[src/rtl/jsu_pkg.sv]
// ----------------------------------------------------------------------------
// jsu_pkg
// Shared types, character codes and helpers for the JSON string unescaper.
// ----------------------------------------------------------------------------
package jsu_pkg;

    // job queue between the classifier and the output serializer
    localparam int QDEPTH = 2;

    localparam logic [7:0] CH_BSLASH = 8'h5c;
    localparam logic [7:0] CH_U      = 8'h75;
    localparam logic [7:0] CH_QUOTE  = 8'h22;
    localparam logic [7:0] CH_SLASH  = 8'h2f;

    // escape letters
    localparam logic [7:0] CH_B = 8'h62;
    localparam logic [7:0] CH_T = 8'h74;
    localparam logic [7:0] CH_N = 8'h6e;
    localparam logic [7:0] CH_F = 8'h66;
    localparam logic [7:0] CH_R = 8'h72;
    // characters they stand for
    localparam logic [7:0] CODE_BS  = 8'h08;
    localparam logic [7:0] CODE_TAB = 8'h09;
    localparam logic [7:0] CODE_LF  = 8'h0a;
    localparam logic [7:0] CODE_FF  = 8'h0c;
    localparam logic [7:0] CODE_CR  = 8'h0d;
    // hex digit ranges
    localparam logic [7:0] CH_ZERO    = 8'h30;
    localparam logic [7:0] CH_NINE    = 8'h39;
    localparam logic [7:0] CH_LOWER_A = 8'h61;
    localparam logic [7:0] CH_LOWER_F = 8'h66;
    localparam logic [7:0] CH_UPPER_A = 8'h41;
    localparam logic [7:0] CH_UPPER_F = 8'h46;

    localparam logic [15:0] UTF8_MAX1 = 16'h0080;
    localparam logic [15:0] UTF8_MAX2 = 16'h0800;
    localparam logic [7:0]  UTF8_LEAD2 = 8'hc0;
    localparam logic [7:0]  UTF8_LEAD3 = 8'he0;
    localparam logic [7:0]  UTF8_CONT  = 8'h80;
    localparam logic [7:0]  MASK5 = 8'h1f;
    localparam logic [7:0]  MASK6 = 8'h3f;
    localparam logic [7:0]  MASK4 = 8'h0f;

    // one accepted item turned into 1..4 results
    typedef struct packed {
        logic [3:0][7:0] bytes;
        logic [1:0]      cnt_m1;    // number of results minus one
        logic            has_data;  // 0: single empty end marker
        logic            last;      // final item of the string
    } t_job;

    // {ok, char} for single-character escapes
    function automatic logic [8:0] escape_map(input logic [7:0] c);
        logic [8:0] r;
        case (c)
            CH_B:      r = {1'b1, CODE_BS};
            CH_T:      r = {1'b1, CODE_TAB};
            CH_N:      r = {1'b1, CODE_LF};
            CH_F:      r = {1'b1, CODE_FF};
            CH_R:      r = {1'b1, CODE_CR};
            CH_QUOTE:  r = {1'b1, CH_QUOTE};
            CH_SLASH:  r = {1'b1, CH_SLASH};
            CH_BSLASH: r = {1'b1, CH_BSLASH};
            default:   r = 9'h000;
        endcase
        return r;
    endfunction

    // {ok, value} for a hex digit
    function automatic logic [4:0] hex_digit(input logic [7:0] c);
        logic [4:0] r;
        if (c >= CH_ZERO && c <= CH_NINE) begin
            r = {1'b1, 4'(c - CH_ZERO)};
        end else if (c >= CH_LOWER_A && c <= CH_LOWER_F) begin
            r = {1'b1, 4'(c - CH_LOWER_A + 8'd10)};
        end else if (c >= CH_UPPER_A && c <= CH_UPPER_F) begin
            r = {1'b1, 4'(c - CH_UPPER_A + 8'd10)};
        end else begin
            r = 5'h00;
        end
        return r;
    endfunction

endpackage

[src/rtl/jsu_front.sv]
// ----------------------------------------------------------------------------
// jsu_front
// Accepts raw bytes, tracks escape state and turns each byte that yields output or ends the string into a job.
// ----------------------------------------------------------------------------
module jsu_front import jsu_pkg::*; (
    input  logic       i_clk,
    input  logic       i_rst_n,
    input  logic       i_valid,
    input  logic [7:0] i_byte,
    input  logic       i_last,
    input  logic       i_q_full,
    output logic       o_ready,
    output logic       o_push,
    output t_job       o_job
);

    typedef enum logic [1:0] {MODE_NORMAL, MODE_ESCAPE, MODE_HEX} t_mode;

    t_mode       r_mode, n_mode;
    logic [15:0] r_hex_value, n_hex_value;
    logic [1:0]  r_hex_count, n_hex_count;
    logic        r_hex_stopped, n_hex_stopped;
    logic [7:0]  r_held [3];
    logic [7:0]  n_held [3];

    logic            accept;
    logic [3:0][7:0] list;
    logic [2:0]      cnt;

    assign o_ready = !i_q_full;
    assign accept  = i_valid && !i_q_full;

    always_comb begin
        logic [8:0]  em;
        logic [4:0]  hd;
        logic [2:0]  cnt_n;
        logic [15:0] v;
        logic        esc;
        logic [7:0]  c;
        n_mode        = r_mode;
        n_hex_value   = r_hex_value;
        n_hex_count   = r_hex_count;
        n_hex_stopped = r_hex_stopped;
        n_held        = r_held;
        list          = '0;
        cnt           = 3'd0;
        em            = escape_map(i_byte);
        hd            = hex_digit(i_byte);
        cnt_n         = {1'b0, r_hex_count} + 3'd1;
        v             = r_hex_value;
        esc           = 1'b0;
        c             = 8'h00;

        case (r_mode)
            MODE_NORMAL: begin
                if (i_byte == CH_BSLASH) begin
                    n_mode = MODE_ESCAPE;
                end else begin
                    list[0] = i_byte;
                    cnt     = 3'd1;
                end
            end
            MODE_ESCAPE: begin
                if (i_byte == CH_U) begin
                    n_mode        = MODE_HEX;
                    n_hex_value   = 16'h0000;
                    n_hex_count   = 2'd0;
                    n_hex_stopped = 1'b0;
                end else begin
                    if (em[8]) begin
                        list[0] = em[7:0];
                        cnt     = 3'd1;
                    end
                    n_mode = MODE_NORMAL;
                end
            end
            MODE_HEX: begin
                if (r_hex_count != 2'd3) begin
                    n_held[r_hex_count] = i_byte;
                end
                if (!r_hex_stopped && hd[4]) begin
                    v = {r_hex_value[11:0], hd[3:0]};
                end else begin
                    n_hex_stopped = 1'b1;
                end
                n_hex_value = v;
                if (cnt_n[2]) begin
                    if (v < UTF8_MAX1) begin
                        list[0] = v[7:0];
                        cnt     = 3'd1;
                    end else if (v < UTF8_MAX2) begin
                        list[0] = (8'(v >> 6) & MASK5) | UTF8_LEAD2;
                        list[1] = (v[7:0] & MASK6) | UTF8_CONT;
                        cnt     = 3'd2;
                    end else begin
                        list[0] = (8'(v >> 12) & MASK4) | UTF8_LEAD3;
                        list[1] = (8'(v >> 6) & MASK6) | UTF8_CONT;
                        list[2] = (v[7:0] & MASK6) | UTF8_CONT;
                        cnt     = 3'd3;
                    end
                    n_mode        = MODE_NORMAL;
                    n_hex_value   = 16'h0000;
                    n_hex_count   = 2'd0;
                    n_hex_stopped = 1'b0;
                end else begin
                    n_hex_count = cnt_n[1:0];
                end
            end
            default: begin
                n_mode = MODE_NORMAL;
            end
        endcase

        if (i_last) begin
            // string ended inside a u escape: emit 'u' and replay held chars
            if (n_mode == MODE_HEX) begin
                list[0] = CH_U;
                cnt     = 3'd1;
                for (int k = 0; k < 3; k++) begin
                    if (2'(k) < n_hex_count) begin
                        c = n_held[k];
                        em = escape_map(c);
                        if (esc) begin
                            esc = 1'b0;
                            if (c == CH_U) begin
                                list[cnt[1:0]] = CH_U;
                                cnt = cnt + 3'd1;
                            end else if (em[8]) begin
                                list[cnt[1:0]] = em[7:0];
                                cnt = cnt + 3'd1;
                            end
                        end else if (c == CH_BSLASH) begin
                            esc = 1'b1;
                        end else begin
                            list[cnt[1:0]] = c;
                            cnt = cnt + 3'd1;
                        end
                    end
                end
            end
            n_mode        = MODE_NORMAL;
            n_hex_value   = 16'h0000;
            n_hex_count   = 2'd0;
            n_hex_stopped = 1'b0;
        end
    end

    assign o_push          = accept && (cnt != 3'd0 || i_last);
    assign o_job.bytes     = list;
    assign o_job.cnt_m1    = (cnt == 3'd0) ? 2'd0 : 2'(cnt - 3'd1);
    assign o_job.has_data  = (cnt != 3'd0);
    assign o_job.last      = i_last;

    always_ff @(posedge i_clk) begin
        if (!i_rst_n) begin
            r_mode        <= MODE_NORMAL;
            r_hex_value   <= 16'h0000;
            r_hex_count   <= 2'd0;
            r_hex_stopped <= 1'b0;
        end else if (accept) begin
            r_mode        <= n_mode;
            r_hex_value   <= n_hex_value;
            r_hex_count   <= n_hex_count;
            r_hex_stopped <= n_hex_stopped;
        end
    end

    always_ff @(posedge i_clk) begin
        if (accept) begin
            r_held <= n_held;
        end
    end

endmodule

[src/rtl/jsu_queue.sv]
// ----------------------------------------------------------------------------
// jsu_queue
// Small job fifo between the classifier and the output serializer.
// ----------------------------------------------------------------------------
module jsu_queue import jsu_pkg::*; (
    input  logic i_clk,
    input  logic i_rst_n,
    input  logic i_push,
    input  t_job i_job,
    input  logic i_pop,
    output logic o_full,
    output logic o_valid,
    output t_job o_job
);

    localparam int PTR_W = (QDEPTH > 1) ? $clog2(QDEPTH) : 1;
    localparam int CNT_W = $clog2(QDEPTH + 1);

    t_job             r_mem [QDEPTH];
    logic [PTR_W-1:0] r_wptr, n_wptr;
    logic [PTR_W-1:0] r_rptr, n_rptr;
    logic [CNT_W-1:0] r_cnt, n_cnt;

    assign o_full  = (r_cnt == CNT_W'(QDEPTH));
    assign o_valid = (r_cnt != '0);
    assign o_job   = r_mem[r_rptr];

    always_comb begin
        n_wptr = r_wptr;
        n_rptr = r_rptr;
        n_cnt  = r_cnt;
        if (i_push) begin
            n_wptr = (r_wptr == PTR_W'(QDEPTH - 1)) ? '0 : r_wptr + 1'b1;
        end
        if (i_pop) begin
            n_rptr = (r_rptr == PTR_W'(QDEPTH - 1)) ? '0 : r_rptr + 1'b1;
        end
        if (i_push && !i_pop) begin
            n_cnt = r_cnt + 1'b1;
        end else if (!i_push && i_pop) begin
            n_cnt = r_cnt - 1'b1;
        end
    end

    always_ff @(posedge i_clk) begin
        if (!i_rst_n) begin
            r_wptr <= '0;
            r_rptr <= '0;
            r_cnt  <= '0;
        end else begin
            r_wptr <= n_wptr;
            r_rptr <= n_rptr;
            r_cnt  <= n_cnt;
        end
    end

    always_ff @(posedge i_clk) begin
        if (i_push) begin
            r_mem[r_wptr] <= i_job;
        end
    end

    assert property (@(posedge i_clk) disable iff (!i_rst_n)
        i_push |-> !o_full || i_pop)
        else $error("job pushed into full queue");

endmodule

[src/rtl/jsu_back.sv]
// ----------------------------------------------------------------------------
// jsu_back
// Serializes queued jobs into output items through an output register.
// ----------------------------------------------------------------------------
module jsu_back import jsu_pkg::*; (
    input  logic       i_clk,
    input  logic       i_rst_n,
    input  logic       i_q_valid,
    input  t_job       i_job,
    output logic       o_pop,
    output logic       o_tvalid,
    input  logic       i_tready,
    output logic [7:0] o_tdata,
    output logic       o_tuser,
    output logic       o_tlast
);

    logic       r_tvalid;
    logic [7:0] r_tdata;
    logic       r_tuser;
    logic       r_tlast;
    logic [1:0] r_idx, n_idx;
    logic       load_ok;
    logic       at_end;

    assign load_ok = !r_tvalid || i_tready;
    assign at_end  = (r_idx == i_job.cnt_m1);
    assign o_pop   = load_ok && i_q_valid && at_end;

    always_comb begin
        n_idx = r_idx;
        if (load_ok && i_q_valid) begin
            n_idx = at_end ? 2'd0 : r_idx + 2'd1;
        end
    end

    always_ff @(posedge i_clk) begin
        if (!i_rst_n) begin
            r_tvalid <= 1'b0;
            r_idx    <= 2'd0;
        end else begin
            r_idx <= n_idx;
            if (load_ok) begin
                r_tvalid <= i_q_valid;
            end
        end
    end

    always_ff @(posedge i_clk) begin
        if (load_ok && i_q_valid) begin
            r_tdata <= i_job.bytes[r_idx];
            r_tuser <= i_job.has_data;
            r_tlast <= i_job.last && at_end;
        end
    end

    assign o_tvalid = r_tvalid;
    assign o_tdata  = r_tdata;
    assign o_tuser  = r_tuser;
    assign o_tlast  = r_tlast;

    // result index never runs past the head job
    assert property (@(posedge i_clk) disable iff (!i_rst_n)
        i_q_valid |-> r_idx <= i_job.cnt_m1)
        else $error("result index beyond job length");

    // empty end marker is always the closing item with a zero byte
    assert property (@(posedge i_clk) disable iff (!i_rst_n)
        r_tvalid && !r_tuser |-> r_tlast && r_tdata == 8'h00)
        else $error("malformed empty end marker");

    // index only moves while a job is being served
    assert property (@(posedge i_clk) disable iff (!i_rst_n)
        !i_q_valid |=> r_idx == 2'd0 || $past(r_idx) == r_idx)
        else $error("result index moved without a job");

endmodule

[src/rtl/json_string_unescape_core.sv]
// ----------------------------------------------------------------------------
// json_string_unescape_core
// Byte-serial JSON string body unescaper with UTF-8 output for u escapes.
//
//  channel   direction  tdata        tuser      tlast
//  s         in         in_byte      -          in_last
//  m         out        out_byte     out_valid  out_last
//
// one input byte is taken per cycle while the job queue is not full; an item
// giving k results (up to 4) is sent as k items by the single-byte output register
// a two-entry job queue lets input keep flowing while results drain
// an accepted item enters the job queue; its first result then goes to the output register
// reset is synchronous, active low; no clearing pass is needed
// ----------------------------------------------------------------------------
module json_string_unescape_core import jsu_pkg::*; (
    input  logic       i_clk,
    input  logic       i_rst_n,
    input  logic       i_s_tvalid,
    output logic       o_s_tready,
    input  logic [7:0] i_s_tdata,   // [7:0] in_byte
    input  logic       i_s_tlast,
    output logic       o_m_tvalid,
    input  logic       i_m_tready,
    output logic [7:0] o_m_tdata,   // [7:0] out_byte
    output logic       o_m_tuser,   // [0] out_valid
    output logic       o_m_tlast
);

    logic q_full;
    logic q_valid;
    logic push;
    logic pop;
    t_job push_job;
    t_job head_job;

    jsu_front u_front (
        .i_clk    (i_clk),
        .i_rst_n  (i_rst_n),
        .i_valid  (i_s_tvalid),
        .i_byte   (i_s_tdata),
        .i_last   (i_s_tlast),
        .i_q_full (q_full),
        .o_ready  (o_s_tready),
        .o_push   (push),
        .o_job    (push_job)
    );

    jsu_queue u_queue (
        .i_clk   (i_clk),
        .i_rst_n (i_rst_n),
        .i_push  (push),
        .i_job   (push_job),
        .i_pop   (pop),
        .o_full  (q_full),
        .o_valid (q_valid),
        .o_job   (head_job)
    );

    jsu_back u_back (
        .i_clk     (i_clk),
        .i_rst_n   (i_rst_n),
        .i_q_valid (q_valid),
        .i_job     (head_job),
        .o_pop     (pop),
        .o_tvalid  (o_m_tvalid),
        .i_tready  (i_m_tready),
        .o_tdata   (o_m_tdata),
        .o_tuser   (o_m_tuser),
        .o_tlast   (o_m_tlast)
    );

endmodule
[config.mk]
export PLATFORM = sky130hd
export DESIGN_NAME = json_string_unescape_core
export DESIGN_NICKNAME = d
export VERILOG_FILES = /design/src/rtl/jsu_pkg.sv /design/src/rtl/jsu_front.sv /design/src/rtl/jsu_queue.sv /design/src/rtl/jsu_back.sv /design/src/rtl/json_string_unescape_core.sv
export SDC_FILE = /design/constraint.sdc
export NUM_CORES = 1
export LEC_CHECK = 0
export BUFFER_PORTS_ARGS = -buffer_cell sky130_fd_sc_hd__buf_4
export CAP_MARGIN = 20
export CORE_ASPECT_RATIO = 1.1
export CORE_MARGIN = 2
export CORE_UTILIZATION = 55
export DETAILED_ROUTE_END_ITERATION = 10
export GPL_TIMING_DRIVEN = 0
export PLACE_DENSITY_LB_ADDON = 0.15
export SLEW_MARGIN = 20
export SYNTH_ARGS = -nofsm -noshare
export SYNTH_HDL_FRONTEND = slang
export SYNTH_HIERARCHICAL = 1
export SYNTH_SLANG_ARGS = --single-unit
[constraint.sdc]
create_clock -name i_clk -period 9.15 [get_ports i_clk]
set_clock_uncertainty 0.15 [all_clocks]
set_input_delay 1.83 -clock i_clk [delete_from_list [all_inputs] [get_ports i_clk]]
set_output_delay 1.83 -clock i_clk [all_outputs]
set_load 0.01 [all_outputs]
==> key figures <==
Status
  – Outcome: finished, final reports clean

Clocking
  – Clock Tree Buf Depth: 2
  – # H-tree levels: 4
  – Worst skew pair latency: 0.43 ns
  – Clk root buf: clkbuf_16
  – Post_cts resized: 0
  – TritonCTS Buffers: 17
  – # hold bufs at CTS: 0
  – Setup bufs post-CTS: 0
  – Reg clk slew, reported paths: 0.06 ns
  – CTS tree: yes
  – CTS sink cnt: 135

GRT
  – GRT Total Usage: 32.85%
  – Total gr overflow: 0
  – Antenna violations before repair: 0
  – Vias in the first global route: 7464
  – First-pass GRT wire length: 43030 um
  – Largest net degree at the start of global routing: 28

Synth
  – Synth top area cells: edfxtp_1 (36%), dfxtp_1 (6.5%), mux2_2 (5.7%)
  – Cell variety after synth: 102
  – Commonest cells in the synthesized netlist: edfxtp_1 (106), nand2_1 (82), nor2_1 (60)
  – Avg Synthesized Cell Area: 9.945 sq um
  – Synth area leader: edfxtp_1
  – Seq cells post-synth: 135
  – Asr flop ratio synth: 0%
  – Yosys top cell area share: 35.72%
  – Synth Cell Area: 8911 sq um
  – Ys flop type: edfxtp_1
  – Yosys Warn Count: 6
  – Mapped Nets: 927
  – Number of flops mapped to enable cells by yosys: 106
  – Syn Inst Count: 896
  – Top-count cell post-synth: edfxtp_1
  – Seq/Total Area, Yosys: 42.24%

Setup path
  – Bufs and invs on worst path: 5
  – Critical path data arrival time: 6.87 ns
  – CP Max Fanout: 20
  – CP Capture Type: flop
  – CP max stage cell: o21ai_0
  – CP required: 9.13 ns
  – Most frequent cell on the critical path: clkbuf_1
  – Worst Setup Start Kind: input pin
  – Max incr delay on CP: 0.76 ns
  – Worst Setup Path Type: in2reg
  – Kind of cell adding the most delay to the critical path: compound AO/OA/AOI/OAI gates
  – CP Cell Sequence: buf_4 -> clkbuf_1 -> inv_1 -> ha_1 -> nand3b_1 -> o21ai_1 -> o21ai_0 -> clkbuf_1 -> nand2_1 -> nor2_1 -> o211a_1 -> a211oi_2 -> a21oi_1 -> nor2b_4 -> buf_16

Die
  – Core Footprint: 15800 sq um
  – Initial Util: 56.42%
  – Die W: 125.4 um
  – IO Pins: 25
  – Site Rows: 48
  – Die Area: 17240 sq um
  – Die height: 137.5 um

STA
  – Worst setup margin: 2.259 ns
  – RSZ-0062 raised after global routing: false
  – Minimum clock period: 6.891 ns
  – Count of endpoints failing hold in the final timing report: 0
  – Slew margin rel.: 26.06%
  – Fmax: 145.1 MHz
  – Fin crit share: 75.31%
  – TNS Setup: 0 ns
  – Setup violations, final: 0
  – Final Max Tran Viols: 0
  – Worst Max-Slew Pin Slew: 1.107 ns
  – Hold WS: 0.3535 ns

Place
  – Post-Place Cells: 1121
  – Routability cong.: 1.031
  – Detailed Place HPWL: 21160 um
  – Place WS: 2.011 ns
  – I/O Buffers: 23

Route
  – DR pass1 iterations: 5
  – DR DRC count: 0
  – Final ANT Viol Nets: 0
  – DRT iter0 DRCs: 993
  – Drt total wl: 28330 um
  – Wire per inst: 24.55 um
  – Vias per std cell: 6.795
  – Vias after detailed routing: 7842

Finish
  – Fin nets: 972
  – Layout cells sized above 1: 17.51%
  – Number of inserted diodes: 0
  – Non-filler cells, final: 1154
  – Area grow syn2layout: 12.38%
  – Filler cells: 1352

Power and ir drop
  – VDD IR-drop max: 0.1372 mV
  – Pwr dens: 200.0 nW/um^2
  – Lkg Pwr: 3.555 nW

Run
  – Total of max-cap violations: 0

Worst hold path
  – Worst hold path type: reg2reg
[power breakdown]
group	leakage (nW)	internal (W)	switching, W	total [W]
logic	2.04	0.000235	0.000267	0.000502
clock network	0.292	0.000412	0.000269	0.000681
registers	1.23	0.000780	0.0000393	0.000820
[per-layer routing]
layer	track usage (%)	routed length, um	up-vias
met5	0	0	-
met4	18.52	1499	0
met3	7.301	2367	100
met2	53.20	13040	456
met1	41.05	11430	3753
li1	-	-	3533
[metrics by stage]
step	util (%)	power (W)	instance area [sq um]
final	63.40	0.002003	10010
after global routing	63.40	0.002078	10010
after CTS	63.24	0.002007	9990
after detailed placement	59.50	0.001327	9398
after global placement	59.09	0.001303	9334
after floorplan	-	0.001159	8911
[cells in the final DEF, fill, tap and decap left out, types with 14 or more instances in the layout]
cell / Yosys / final
nand2_1: 82 / 82
edfxtp_1: 106 / 106
a22oi_1: 17 / 17
nor2_1: 60 / 60
clkbuf_16: 0 / 22
a21oi_1: 51 / 51
and2_1: 15 / 14
mux2_2: 45 / 45
dfxtp_1: 29 / 29
o21ai_0: 49 / 49
nor2b_1: 31 / 30
nor3_1: 23 / 23
nand3_1: 26 / 26
buf_2: 19 / 19
ha_1: 18 / 18
inv_1: 34 / 33
clkbuf_1: 16 / 19
mux2i_1: 24 / 24
buf_4: 3 / 26
[path summary, 6_finish.rpt]
check / slack, ns / end / from / depth (start not counted)
worst max register to register: 3.86 / u_queue/r_mem[0][24]$_DFFE_PP_ / u_front/r_mode[0]$_SDFFE_PN0P_ / 16
worst max-delay path: 2.26 / u_queue/r_mem[0][24]$_DFFE_PP_ / i_s_tdata[1] / 15
worst min register to register: 0.35 / u_queue/r_cnt[1]$_SDFFE_PN0P_ / u_queue/r_cnt[1]$_SDFFE_PN0P_ / 2
worst min-delay path: 0.35 / u_queue/r_cnt[1]$_SDFFE_PN0P_ / u_queue/r_cnt[1]$_SDFFE_PN0P_ / 2
[state kept, by name, indices dropped and copies added, names as in the netlist, 2 cells and up, named ones only]
register	cells
u_front/r_mode	2
u_front/r_held	24
u_front/r_hex_count	2
u_front/r_hex_value	16
u_back/r_idx	2
u_back/o_tdata	8
u_queue/r_mem	72
u_queue/r_cnt	2
[worst register-to-register path, delay by kind of cell (launching register included)]
kind,cells,cell delay [ns]
AO/OA/AOI/OAI,5,1.34
adder cells (fa/ha/maj),2,0.55
buffers and inverters,4,0.59
flip-flops,1,0.41
multiplexers,1,0.61
AND/OR/NAND/NOR,4,1.34
[area by class of cell]
class                      count  area [sq um]  area share, %
multi-input combinational    683          4791          47.84
clock inverter                 8         55.05         0.5497
sequential                   135          3764          37.58
buffer                        43         234.0          2.336
clock buffer                  24         536.8          5.360
inverter                      35         131.4          1.312
tap                          200         250.2          2.499
timing repair buffer          26         252.7          2.524
[kinds of logic after synthesis]
kind of cell,count (synthesis),synth area share [%]
buf+inv,78,4.100
mux,78,10.78
simple gates,336,20.46
flops,135,42.24
fa+ha+maj,18,2.527
compound gates,241,18.91
xor+xnor,10,0.9828
(Power assumes the default switching activity.)
